<file path="src/rtl/core/rbnh_pkg.sv">
package rbnh_pkg;

  localparam int ENTRIES_DEF = 16;

  typedef enum logic [1:0] {
    FUNC_WRITE = 2'd0,
    FUNC_CLEAR = 2'd1,
    FUNC_CAST  = 2'd2,
    FUNC_NOP   = 2'd3
  } func_t;

  typedef struct packed {
    logic [1:0]         func;
    logic [3:0]         slot;
    logic signed [31:0] center_x;
    logic signed [31:0] center_y;
    logic [30:0]        half_w;
    logic [30:0]        half_h;
    logic signed [31:0] ray_x;
    logic signed [31:0] ray_y;
    logic signed [31:0] dir_x;
    logic signed [31:0] dir_y;
    logic [30:0]        max_dist;
  } cmd_t;

  typedef struct packed {
    logic               hit;
    logic [3:0]         hit_slot;
    logic signed [31:0] hit_x;
    logic signed [31:0] hit_y;
  } res_t;

  typedef struct packed {
    logic signed [31:0] cx;
    logic signed [31:0] cy;
    logic [30:0]        hw;
    logic [30:0]        hh;
  } box_t;

  // 52-bit dividend (offset << 16, |offset| < 2^34), 32-bit divisor
  localparam int DVD_W = 52;

  function automatic logic signed [31:0] sat32(input logic signed [63:0] v);
    logic signed [31:0] r;
    if (v > 64'sd2147483647) r = 32'sh7fffffff;
    else if (v < -64'sd2147483648) r = 32'sh80000000;
    else r = v[31:0];
    return r;
  endfunction

endpackage

</file>
<file path="src/rtl/core/rbnh_table.sv">
// Box table: occupied flags in flops, box data in a synchronous memory with registered read.
module rbnh_table
  import rbnh_pkg::*;
#(
  parameter int ENTRIES = ENTRIES_DEF,
  localparam int AW = (ENTRIES > 1) ? $clog2(ENTRIES) : 1
) (
  input  logic          clk,
  input  logic          rst,
  input  logic          wr_en,
  input  logic          clr_en,
  input  logic [AW-1:0] wr_addr,
  input  box_t          wr_data,
  input  logic [AW-1:0] rd_addr,
  output box_t          rd_data,
  output logic          rd_occ
);
  box_t mem [ENTRIES];
  logic [ENTRIES-1:0] occ;

  always_ff @(posedge clk) begin
    if (wr_en) mem[wr_addr] <= wr_data;
    rd_data <= mem[rd_addr];
  end

  always_ff @(posedge clk) begin
    if (rst) begin
      occ    <= '0;
      rd_occ <= 1'b0;
    end else begin
      if (wr_en) occ[wr_addr] <= 1'b1;
      else if (clr_en) occ[wr_addr] <= 1'b0;
      rd_occ <= occ[rd_addr];
    end
  end
endmodule

</file>
<file path="config.mk">
export PLATFORM = sky130hd
export DESIGN_NAME = rbnh_table
export DESIGN_NICKNAME = d
export VERILOG_FILES = /design/src/rtl/core/rbnh_pkg.sv /design/src/rtl/core/rbnh_table.sv
export SDC_FILE = /design/constraint.sdc
export NUM_CORES = 1
export LEC_CHECK = 0
export BUFFER_PORTS_ARGS = -buffer_cell sky130_fd_sc_hd__buf_2
export CAP_MARGIN = 5
export CORE_ASPECT_RATIO = 0.6
export CORE_MARGIN = 2
export CORE_UTILIZATION = 30
export CTS_CLUSTER_SIZE = 14
export DETAILED_ROUTE_END_ITERATION = 8
export PLACE_DENSITY_LB_ADDON = 0.15
export SLEW_MARGIN = 20
export SYNTH_ARGS = -nofsm -noshare
export SYNTH_HDL_FRONTEND = slang
export SYNTH_SLANG_ARGS = --single-unit
</file>
<file path="constraint.sdc">
create_clock -name clk -period 5.1 [get_ports clk]
set_clock_uncertainty 0.1 [all_clocks]
set_input_delay 0.255 -clock clk [delete_from_list [all_inputs] [get_ports clk]]
set_output_delay 0.255 -clock clk [all_outputs]
set_load 0.01 [all_outputs]
</file>
Word-level counts from Yosys, hierarchy flattened. Memories as Yosys holds them, arrays and structs flattened. A register that Yosys moved wholly into a read port is not among the register bits. Cells that the tools add are included.

Latch bits: 0. RAM bits: 2016. Logic and storage cells: 19. Output and inout bits: 127. Memory bits (read-only): 0. Memories: 1. Flip-flop bits (word level): 17. Input bits: 138.

Eq/ne operators: 0. Add/subtract/negate cells: 0. Divide/modulo/power cells: 0. Multipliers: 0. Mux-type cells: 8. Bitwise logic cells: 3. Shift-type cells: 0. $lt $le $gt $ge: 3. Reduce and logical (&&, ||, !) cells: 2.

Memory list: mem (words 16, bits a word 126, rd ports 1, clocked after memory_dff 1, write ports 1, line rbnh_table.sv:18) `box_t mem [ENTRIES];`.

Operators by type and width (number): $mux W16 (2); $and A16 B16 Y16 (1); $not A16 Y16 (1); $or A16 B16 Y16 (1); $lt A4 B5 Y1 const B (2); $bmux W1 S4 (1); $demux W1 S4 (1); $ge A4 B1 Y1 const B (1); $mux W1 (4); $reduce_bool A2 Y1 (1); $logic_and A1 B1 Y1 (1).

Depth between registers and ports, before layout.
Depth after elaboration: 8. Depth in mapped cells: 7. Depth with buffers taken out: 4.

Worst setup path after synthesis. OpenSTA, ideal clock, no wires.

Path type: input to register. From: in wr_addr[3]. To: mem mem[9][0] in the netlist's numbering, enable pin. Buffers on the path: 1. Required time: 4.521 ns. Stages on the path: 4. Setup time: 0.479 ns. Slack: 1.233 ns. Arrival: 3.288 ns. Cells stage by stage: clkbuf_1 -> nor2b_1 -> nand2_1 -> inv_1.

RTL lines: from (decl) (line rbnh_table.sv:12) `input logic [AW-1:0] wr_addr,`; to (decl) (line rbnh_table.sv:18).

Straight into the memory's write port.

Worst setup path in the final report.
From: in wr_addr[0]. To: mem mem[12][61] in the netlist's numbering, enable pin.

Straight into the memory's write port.

==> summary.md <==
| Metric | Value |
|---|---|
| Outcome | `finished clean` |
| Gr usage total | `15.69%` |
| CTS root buf | `clkbuf_16` |
| Most used cell, CP | `dlygate4sd3_1` |
| DR pass1 iterations | `7` |
| CTS tree | `yes` |
| Placement Setup Slack | `2.042 ns` |
| Drt first-iter violations | `3283` |
| IO buf count | `264` |
| Synth Instances | `3324` |
| Die Y | `400.6 um` |
| Hold path cells | `4` |
| Post-CTS setup buffer count | `0` |
| Starting Density | `30.19%` |
| Lkg Pwr | `29.42 nW` |
| Distinct cell type count after synthesis | `28` |
| Yosys top cell by area | `edfxtp_1` |
| YS warnings | `0` |
| HP Class | `input port to flip-flop` |
| Ys flop type | `edfxtp_1` |
| Worst path cell trace | `dlygate4sd3_1, buf_2, nor3b_1, dlygate4sd3_1, nand3_1, inv_8, buf_4` |
| Power per Cell Area | `403.9 nW/um^2` |
| Tmin final | `3.118 ns` |
| FFs w/ async S/R, synth | `0%` |
| Slew headroom | `35.67%` |
| Delay of the slowest critical-path stage | `0.69 ns` |
| DIE AREA | `266400 sq um` |
| Vias per inst | `4.839` |
| Synth top area cells | `edfxtp_1, mux4_2, dfxtp_1` |
| Finish-stage setup viols | `0` |
| Gpl congestion | `0.6918` |
| Vias | `36250` |
| Final instance area | `92730 sq um` |
| Maxcap violations | `0` |
| Top-Level Pins | `265` |
| Row Count | `145` |
| Drt drc | `0` |
| Setup ws final | `1.982 ns` |
| Syn Nets | `3462` |
| Crit path max fanout | `51` |
| RSZ-0062 raised after global routing | `false` |
| Seq/Total Area, Yosys | `80.60%` |
| Final hold violation count | `0` |
| Crit path arrival time | `3.46 ns` |
| Power Total | `0.03745 W` |
| Worst R2R Path Depth | `5` |
| Reg2reg setup slack | `2.68 ns` |
| Cts hold-fix bufs | `150` |
| Clock Latency Late Sink | `0.87 ns` |
| Largest net degree at the start of global routing | `116` |
| Peak supply drop | `316.4 uV` |
| Fillers | `23950` |
| Worst Hold Path EP | `rd_data[61]` |
| Routed Wire Length | `211200 um` |
| Worst EP required | `5.45 ns` |
| Overflow after GRT | `0` |
| Clk slew on worst S/H paths | `0.06 ns` |
| Nets | `4000` |
| Maximum root-to-sink buffer count | `4` |
| Syn_area_per_cell | `23.66 sq um` |
| Core Region | `260500 sq um` |
| EDFF count, synth | `2016` |
| CTS H-Tree Depth | `4` |
| Worst slew pin tran | `0.9650 ns` |
| FF+latch count, synth | `2159` |
| Post-cts resize count | `0` |
| DR WL/cell | `28.19 um` |
| F_max | `0.3208 GHz` |
| Antenna Nets Post-Route | `0` |
| Post-synth top area share | `76.96%` |
| Hold_sp | `rd_addr[2]` |
| Area growth syn-to-layout | `17.88%` |
| CP startpoint kind | `input port` |
| Die Span X | `665.1 um` |
| Post-Synthesis Cell Area | `78660 sq um` |
| Setup Crit Path Kind | `input port to flip-flop` |
| Fin Setup TNS | `0 ns` |
| CP endpoint kind | `flip-flop` |
| Slowest cell on the critical path | `dlygate4sd3_1` |
| R2r endpoint | `rd_occ` |
| Final period util | `61.13%` |
| TritonCTS Buffers | `212` |
| CTS sink cnt | `2159` |
| Share of cells above drive strength 1 | `28.97%` |
| HPWL Detailed | `107900 um` |
| Area post-placement | `84460 sq um` |
| Initial antenna violation count | `28` |
| Global-route wire length before repair | `300500 um` |
| Vias in the first global route | `38220` |
| Final Max Tran Viols | `0` |
| Worst hold slack | `0.1409 ns` |
-- worst max path at each step --
stage,start,end,slack (ns)
after floorplan,wr_addr[3],mem[9][0],1.23
after global placement,wr_addr[0],mem[12][63],2.03
after detailed placement,wr_addr[0],mem[0][48],2.04
after CTS,wr_addr[0],mem[12][84],2.01
after global routing,wr_addr[0],mem[12][84],1.88
final,wr_addr[0],mem[12][61],1.98
-- layer usage --
metal  routed length [um]  GRT usage [%]  part of all wire (%)
met5                   58              0                 0.027
met4                 4108          3.101                   1.9
met3                 7738          2.375                   3.7
met2               100200          25.10                    47
met1                99050          22.81                    47
-- cells by family (layout without fill, tap and decap cells) --
kind of cell / Yosys count / count (layout) / share of synthesized area, %
flops: 2159 / 2159 / 80.60
compound gates: 287 / 287 / 2.602
simple gates: 180 / 180 / 0.9512
other cells: 0 / 3 / 0
buf+inv: 188 / 899 / 1.306
mux: 510 / 510 / 14.54
-- through the flow --
step / util, % / instances
after detailed placement: 32.42 / 6952
after CTS: 35.59 / 7489
after floorplan: - / 3324
after global routing: 35.59 / 7491
final: 35.59 / 7492
after global placement: 32.42 / 6952
-- layout by cell type (no fill, tap or decap), types with 3 or more instances in the layout --
| cell type | Yosys | final |
|---|---|---|
| inv_8 | 0 | 17 |
| buf_2 | 35 | 261 |
| a22oi_1 | 230 | 230 |
| dfxtp_1 | 143 | 143 |
| nor2_1 | 17 | 14 |
| clkinv_2 | 0 | 29 |
| clkbuf_16 | 0 | 216 |
| clkbuf_1 | 57 | 60 |
| mux2i_1 | 4 | 4 |
| bufinv_16 | 0 | 16 |
| clkbuf_8 | 0 | 20 |
| nand3b_1 | 3 | 3 |
| or2_2 | 3 | 3 |
| edfxtp_1 | 2016 | 2016 |
| nand3_1 | 6 | 6 |
| nand2_1 | 135 | 135 |
| buf_4 | 20 | 55 |
| mux4_2 | 506 | 506 |
| clkinv_1 | 0 | 36 |
| clkinvlp_4 | 0 | 4 |
| diode_2 | 0 | 3 |
| o21ai_0 | 16 | 16 |
| buf_12 | 0 | 27 |
| o22ai_1 | 22 | 22 |
| dlygate4sd3_1 | 0 | 150 |
| nand2b_1 | 5 | 5 |
| a21oi_1 | 17 | 17 |
-- worst max-delay path: cells and delay by family --
family | cells | cell delay (ns)
buffers and inverters | 5 | 2.46
AND/OR/NAND/NOR | 2 | 0.59
-- report_power, final --
group          total (W)  switching (W)  internal [W]
clock             0.0156        0.00669       0.00886
sequential        0.0200       0.000175        0.0198
combinational    0.00191        0.00114      0.000771
total             0.0375        0.00801        0.0294
-- layout make-up --
cell class	instances	area (sq um)	area share [%]
well taps	3454	4322	4.661
repair buffers	495	3791	4.089
inverters	17	183.9	0.1984
clock inverters	91	853.3	0.9203
multi-input cells	977	14260	15.38
diodes	3	7.507	0.008096
clock buffers	296	5906	6.369
flip-flops and latches	2159	63400	68.37
-- synth_stat cells (3+ instances only) --
library cell	instances
mux2i_1	4
buf_4	20
nand2b_1	5
edfxtp_1	2016
a21oi_1	17
o21ai_0	16
nand2_1	135
nand3_1	6
mux4_2	506
a22oi_1	230
or2_2	3
clkbuf_1	57
buf_1	32
nor2_1	17
dfxtp_1	143
buf_6	27
nor2b_1	4
o22ai_1	22
buf_2	35
nand3b_1	3
inv_1	17
-- sequential cells by signal, indices dropped and copies added (netlist names), named ones only --
register,flops
mem,2016
rd_data,126
rd_occ,1
Note: power is estimated with default switching activity, not from simulation.
