### config.mk
export PLATFORM = sky130hd
export DESIGN_NAME = rbnh_div
export DESIGN_NICKNAME = d
export VERILOG_FILES = /design/src/rtl/core/rbnh_pkg.sv /design/src/rtl/core/rbnh_div.sv
export SDC_FILE = /design/constraint.sdc
export NUM_CORES = 1
export LEC_CHECK = 0
export ABC_AREA = 1
export BUFFER_PORTS_ARGS = -buffer_cell sky130_fd_sc_hd__buf_4
export CORE_MARGIN = 4
export CORE_UTILIZATION = 50
export CTS_BUF_LIST = sky130_fd_sc_hd__clkbuf_16
export DETAILED_ROUTE_END_ITERATION = 8
export HOLD_SLACK_MARGIN = 0.06
export MAX_ROUTING_LAYER = met4
export PLACE_DENSITY = 0.76
export SYNTH_ARGS = -nofsm -noshare
export SYNTH_HDL_FRONTEND = slang
export SYNTH_SLANG_ARGS = --single-unit
export TNS_END_PERCENT = 20
### constraint.sdc
create_clock -name clk -period 7.2 [get_ports clk]
set_input_delay 0.72 -clock clk [delete_from_list [all_inputs] [get_ports clk]]
set_output_delay 0.72 -clock clk [all_outputs]
set_load 0.005 [all_outputs]
### src/rtl/core/rbnh_pkg.sv
package rbnh_pkg;

  localparam int ENTRIES_DEF = 16;

  typedef enum logic [1:0] {
    FUNC_WRITE = 2'd0,
    FUNC_CLEAR = 2'd1,
    FUNC_CAST  = 2'd2,
    FUNC_NOP   = 2'd3
  } func_t;

  typedef struct packed {
    logic [1:0]         func;
    logic [3:0]         slot;
    logic signed [31:0] center_x;
    logic signed [31:0] center_y;
    logic [30:0]        half_w;
    logic [30:0]        half_h;
    logic signed [31:0] ray_x;
    logic signed [31:0] ray_y;
    logic signed [31:0] dir_x;
    logic signed [31:0] dir_y;
    logic [30:0]        max_dist;
  } cmd_t;

  typedef struct packed {
    logic               hit;
    logic [3:0]         hit_slot;
    logic signed [31:0] hit_x;
    logic signed [31:0] hit_y;
  } res_t;

  typedef struct packed {
    logic signed [31:0] cx;
    logic signed [31:0] cy;
    logic [30:0]        hw;
    logic [30:0]        hh;
  } box_t;

  // 52-bit dividend (offset << 16, |offset| < 2^34), 32-bit divisor
  localparam int DVD_W = 52;

  function automatic logic signed [31:0] sat32(input logic signed [63:0] v);
    logic signed [31:0] r;
    if (v > 64'sd2147483647) r = 32'sh7fffffff;
    else if (v < -64'sd2147483648) r = 32'sh80000000;
    else r = v[31:0];
    return r;
  endfunction

endpackage

### src/rtl/core/rbnh_div.sv
// Signed restoring divider, one quotient bit per cycle, truncating, saturated to 32 bits.
module rbnh_div
  import rbnh_pkg::*;
(
  input  logic                    clk,
  input  logic                    rst,
  input  logic                    go,
  input  logic signed [DVD_W-1:0] dividend,
  input  logic signed [31:0]      divisor,
  output logic                    done,
  output logic signed [31:0]      quot
);
  logic [DVD_W-1:0] rem, q;
  logic [31:0]      dsr_mag;
  logic [5:0]       cnt;
  logic             neg, run;
  logic [DVD_W:0]   trial;
  logic [DVD_W-1:0] shifted;
  logic signed [DVD_W:0] sq;

  assign shifted = {rem[DVD_W-2:0], q[DVD_W-1]};
  assign trial   = {1'b0, shifted} - {{(DVD_W-31){1'b0}}, dsr_mag};

  always_comb begin
    sq = neg ? -$signed({1'b0, q}) : $signed({1'b0, q});
    quot = sat32(64'(sq));
  end

  always_ff @(posedge clk) begin
    if (rst) begin
      run  <= 1'b0;
      done <= 1'b0;
    end else begin
      done <= 1'b0;
      if (go) begin
        run     <= 1'b1;
        cnt     <= 6'(DVD_W);
        rem     <= '0;
        q       <= dividend[DVD_W-1] ? DVD_W'(-dividend) : DVD_W'(dividend);
        dsr_mag <= divisor[31] ? 32'(-divisor) : 32'(divisor);
        neg     <= dividend[DVD_W-1] ^ divisor[31];
      end else if (run) begin
        if (trial[DVD_W]) begin
          rem <= shifted;
          q   <= {q[DVD_W-2:0], 1'b0};
        end else begin
          rem <= trial[DVD_W-1:0];
          q   <= {q[DVD_W-2:0], 1'b1};
        end
        cnt <= cnt - 6'd1;
        if (cnt == 6'd1) begin
          run  <= 1'b0;
          done <= 1'b1;
        end
      end
    end
  end
endmodule

# After elaboration in Yosys (flattened, before gate mapping)
# Cells that the tools add are included.
word_totals:
  register_bits: 144
  latchBits: 0
  ramBits: 0
  romBits: 0
  word_cells: 38
  n_memories: 0
op_classes:
  add_sub_neg: 5
  mul: 0
  div: 0
  order_cmp: 2
  eq_ne: 1
  n_shift: 0
  n_mux: 15
  bitwise: 3
  reduce_logical: 4
ops:
  columns: ["op", "count"]
  rows:
  - ["$mux W52", 3]
  - ["$mux W51", 2]
  - ["$mux W32", 2]
  - ["$gt A53 B32 Y1 const B", 1]
  - ["$lt A53 B32 Y1 const B", 1]
  - ["$mux W53", 1]
  - ["$neg A52 Y53", 1]
  - ["$sub A52 B32 Y53", 1]
  - ["$neg A52 Y52", 1]
  - ["$neg A32 Y32", 1]
  - ["$mux W31", 1]
  - ["$eq A6 B1 Y1 const B", 1]
  - ["$mux W6", 1]
  - ["$sub A6 B1 Y6 const B", 1]
  - ["$mux W1", 5]
  - ["$reduce_and A2 Y1", 2]
  - ["$reduce_or A3 Y1", 1]
  - ["$not A1 Y1", 2]
  - ["$reduce_bool A2 Y1", 1]
  - ["$xor A1 B1 Y1", 1]

# Longest topological paths before layout
depth:
  word_depth: 5
  ltp_mapped: 19
  mapped_depth_nobuf: 18

# Worst setup path before layout
# Ideal clock, no wire load.
synth_path:
  path_kind: "input port to flip-flop"
  startpoint: "input go"
  endpoint: "register cnt[0] (enable)"
  setup_ns: 0.616
  arrival_time_ns: 6.450
  t_required_ns: 6.584
  slack_ns: 0.135
  stages: 4
  path_cell_list: "clkbuf_1 inv_1 clkbuf_1 a21oi_1"
synth_via:
  elab_chain_len: 2
synth_lines:
  columns: ["element", "line", "text"]
  rows:
  - ["start: declaration", "rbnh_div.sv:7", "input logic go,"]
  - ["$reduce_bool A2 Y1 (no source line)", null, null]
  - ["$reduce_and A2 Y1 (no source line)", null, null]
  - ["end signal: assignment", "rbnh_div.sv:37", "cnt <= 6'(DVD_W);"]
  - ["end signal: assignment", "rbnh_div.sv:50", "cnt <= cnt - 6'd1;"]
  - ["end: declaration", "rbnh_div.sv:15", "logic [5:0] cnt;"]
# Every way passes these cells.
# A chain may end at the register's enable or synchronous reset.

# Worst setup path in the final report
layout_path:
  startpoint: "register q[39]"
  endpoint: "output quot[1]"
layout_via:
  elab_chain_len: 5
  word_cells_on_any_way: 6
  classes_between: "1 x add/sub; 2 x order compare; 3 x mux"
layout_lines:
  columns: ["element", "line", "text"]
  rows:
  - ["start: declaration", "rbnh_div.sv:13", "logic [DVD_W-1:0] rem, q;"]
  - ["start signal: assignment", "rbnh_div.sv:39", "q <= dividend[DVD_W-1] ? DVD_W'(-dividend) : DVD_W'(dividend);"]
  - ["start signal: assignment", "rbnh_div.sv:45", "q <= {q[DVD_W-2:0], 1'b0};"]
  - ["start signal: assignment", "rbnh_div.sv:48", "q <= {q[DVD_W-2:0], 1'b1};"]
  - ["$neg A52 Y53", "rbnh_div.sv:25", "sq = neg ? -$signed({1'b0, q}) : $signed({1'b0, q});"]
  - ["$mux W53 *", "rbnh_div.sv:25", null]
  - ["$lt A53 B32 Y1", "rbnh_pkg.sv:46", "else if (v < -64'sd2147483648) r = 32'sh80000000;"]
  - ["$mux W32", "rbnh_pkg.sv:46", null]
  - ["$mux W32 *", "rbnh_pkg.sv:45", "if (v > 64'sd2147483647) r = 32'sh7fffffff;"]
  - ["end: declaration", "rbnh_div.sv:11", "output logic signed [31:0] quot"]
# Mark *: on every way between the ends. The rest lies on a longest branch, timed or not.

==> results.txt <==
Layout Nets = 2154
Drt first pass iters = 6
Resize count post-CTS = 0
Yosys warns = 0
Path depth of the worst reg2reg path = 14
Cell area after layout = 14800 sq um
Pin count of the biggest net entering global routing = 103
Seq/Total Area, Yosys = 32.7%
H-tree depth = 4
Util after Layout = 57.1%
Relative slew slack = 29.1%
FP Rows = 59
End of the worst register-to-register path = rem[28]
Min-Delay Path Class = input port to flop
Min-delay src = rst
Die area = 29000 sq um
CP max FO = 31
PortBufs = 119
Drt via density = 5.61
Routed WL = 42500 microns
Compound-Gate Fraction of Synth Area = 11.8%
Fraction of layout cells with a size suffix above 1 = 11.4%
Fin. max-slew vios = 0
ANT nets after route = 0
Starting density of the core = 50.6%
Avg Cell Area, Syn = 6.79 sq um
Min Tclk post-route = 4190 ps
CP Data Arrival Time = 3470 ps
Pwr Density = 189 nW/um^2
Power consumption = 2.81 mW
Fin. Hold Viols = 0
Dpl hpwl = 33500 microns
Root Driver = clkbuf_16
Mux contribution to synthesized area = 0%
CTS buffer count = 17
Die height = 170 microns
LEAKAGE = 6.42 nW
Hold Path Stages = 2
Worst endpoint required time = 6480 ps
Reg2reg start = q[51]
Die X-Extent = 170 microns
Core area = 26000 sq um
Vias in the first global route = 12.1k
Post-CTS Setup Bufs = 0
Classification of the worst setup path = flop to output pin
Worst-margin pin slew = 1060 ps
Distinct cells, synth = 47
Primary FF master, synth = edfxtp_1
Setup Viol. Count Final = 0
Largest family of logic cells by synthesized area = simple AND/OR/NAND/NOR gates
Placed cells = 2345
Post-Syn Area = 13100 sq um
Latest clock arrival within the worst-skew pair = 430 ps
Status = complete, no violations
Clock transition at the registers of the reported paths = 70 ps
TNS Setup = 0 ps
Initial antenna violation count = 0
Post-route clock period utilization = 58.2%
Initial drt markers = 1627
DRC viols = 0
RePlAce Congestion = 1.09
Placed Area = 14300 sq um
Adder-cell share of the synthesized area = 3.67%
Clock skew = 11.1 ps
First-pass GRT wire length = 66400 microns
Fmax achieved = 0.239 GHz
WHS Endpoint = done
All-Layer GR Usage = 29.7%
Clk buf depth = 2
Max cap viols = 0
Simple-Gate Fraction of Synth Area = 34.0%
Synth Area in XOR/XNOR = 9.06%
P&R area growth vs syn = 12.8%
Post-CTS Hold Fix Bufs = 0
Worst IR Drop VDD = 0.137 mV
Gr ovfl total = 0
RSZ-0062 raised after global routing = false
Synth async-reset ratio = 0%
WL/cell = 17.9 microns
I/O pin count = 120
Antenna cell count = 0
Syn Inst Count = 1935
Syn Nets = 2060
Critical Path Source Type = flop
Post-synth EDFFs = 142
CTS tree = done
Final Non-Filler Cells = 2377
Reg2reg setup slack = 3370 ps
Num Clock Sinks = 144
Endpoint class of the critical path = output pin
Post-synthesis register bit count = 144
Via count = 13.3k
-- cells by family (layout without fill, tap and decap cells) --
family	count (synthesis)	count (layout)
buf+inv	289	396
compound gates	286	286
simple gates	1042	1042
xor+xnor	136	136
flops	144	144
fa+ha+maj	38	38
-- metal layers --
layer	part of all wire [%]	routed length (microns)	vias to the layer above	GRT usage, %
li1	-	-	6516	-
met3	9.2	3910	44	3.55
met5	0	0	-	-
met1	47	19900	6138	45.1
met4	1.3	556	0	5.66
met2	43	18100	630	43.0
-- state kept, by name, indices dropped and copies added (netlist names) --
register  cells
q            52
rem          51
dsr_mag      32
cnt           6
done          1
neg           1
run           1
-- through the flow --
| stage | worst slack [ps] | hold WS [ps] |
|---|---|---|
| global placement | 3480 | 494 |
| CTS | 3130 | 490 |
| floorplan | 135 | 421 |
| global route | 2860 | 501 |
| detailed placement | 3440 | 505 |
| finish | 3010 | 498 |
-- worst max path at each step --
stage,start,slack [ps],cells past startpoint,endpoint
after detailed placement,q[51],3440,14,rem[24]
final,q[39],3010,16,quot[1]
after global routing,q[39],2860,16,quot[7]
after floorplan,go,130,4,cnt[0]
after CTS,q[39],3130,16,quot[1]
after global placement,q[51],3480,14,rem[24]
-- final cells by class --
| cell class | instances | area (sq um) |
|---|---|---|
| Inverter | 239 | 897 |
| Timing Repair Buffer | 125 | 938 |
| Multi-Input combinational cell | 1502 | 7700 |
| Sequential cell | 144 | 4300 |
| Tap cell | 335 | 419 |
| Fill cell | 2523 | 11200 |
| Clock buffer | 17 | 425 |
| Clock inverter | 15 | 146 |
-- cell usage in the layout (no fill, tap or decap), types with 45 or more instances in the layout --
cell type	n
nand4_1	45
nand2_1	463
xor2_1	85
nand3_1	100
buf_4	125
inv_1	228
o21ai_0	141
nor2_1	319
a21oi_1	86
edfxtp_1	142
xnor2_1	51
-- Yosys cell counts, types with 2 or more instances --
library cell | n | area (sq um)
a21boi_0 | 3 | 22.5
a21o_1 | 8 | 60.1
a21oi_1 | 87 | 435
a31oi_1 | 16 | 100
buf_2 | 7 | 35.0
buf_6 | 5 | 56.3
buf_8 | 2 | 30.0
clkbuf_1 | 33 | 124
dfxtp_1 | 2 | 40.0
edfxtp_1 | 142 | 4260
ha_1 | 37 | 463
inv_1 | 229 | 860
inv_2 | 9 | 33.8
nand2_1 | 464 | 1740
nand2_2 | 29 | 181
nand2_4 | 2 | 22.5
nand3_1 | 100 | 500
nand3_2 | 4 | 40.0
nand3b_1 | 10 | 75.1
nand4_1 | 45 | 282
nor2_1 | 320 | 1200
nor2_2 | 12 | 75.1
nor2_4 | 3 | 33.8
nor3_1 | 25 | 125
nor4_1 | 16 | 100
o211ai_1 | 4 | 30.0
o21a_1 | 3 | 22.5
o21ai_0 | 141 | 706
o21ai_1 | 6 | 30.0
o21ai_2 | 2 | 17.5
o21bai_1 | 8 | 60.1
o31ai_1 | 5 | 37.5
or2_2 | 8 | 50.1
xnor2_1 | 51 | 447
xor2_1 | 85 | 744
-- report_power, final --
part	total, mW	internal, mW	switching (mW)
Clock	0.900	0.488	0.412
Sequential	1.07	1.02	0.0540
Combinational	0.832	0.293	0.539
-- worst max-delay path, cell delays in order, from the launching register on --
cell and delay (ps):
edfxtp_1 510, nor2_1 240, nand3_1 200, nor2_1 340
inv_1 80, nor3_1 160, nand3_1 220, nand2_1 110
nand2_1 50, nand2_1 150, inv_1 60, nor2_1 140
nand3_2 110, nand2_4 300, nand2_1 110, nand2_1 90
buf_4 120
Note: power is estimated with default switching activity, not from simulation.
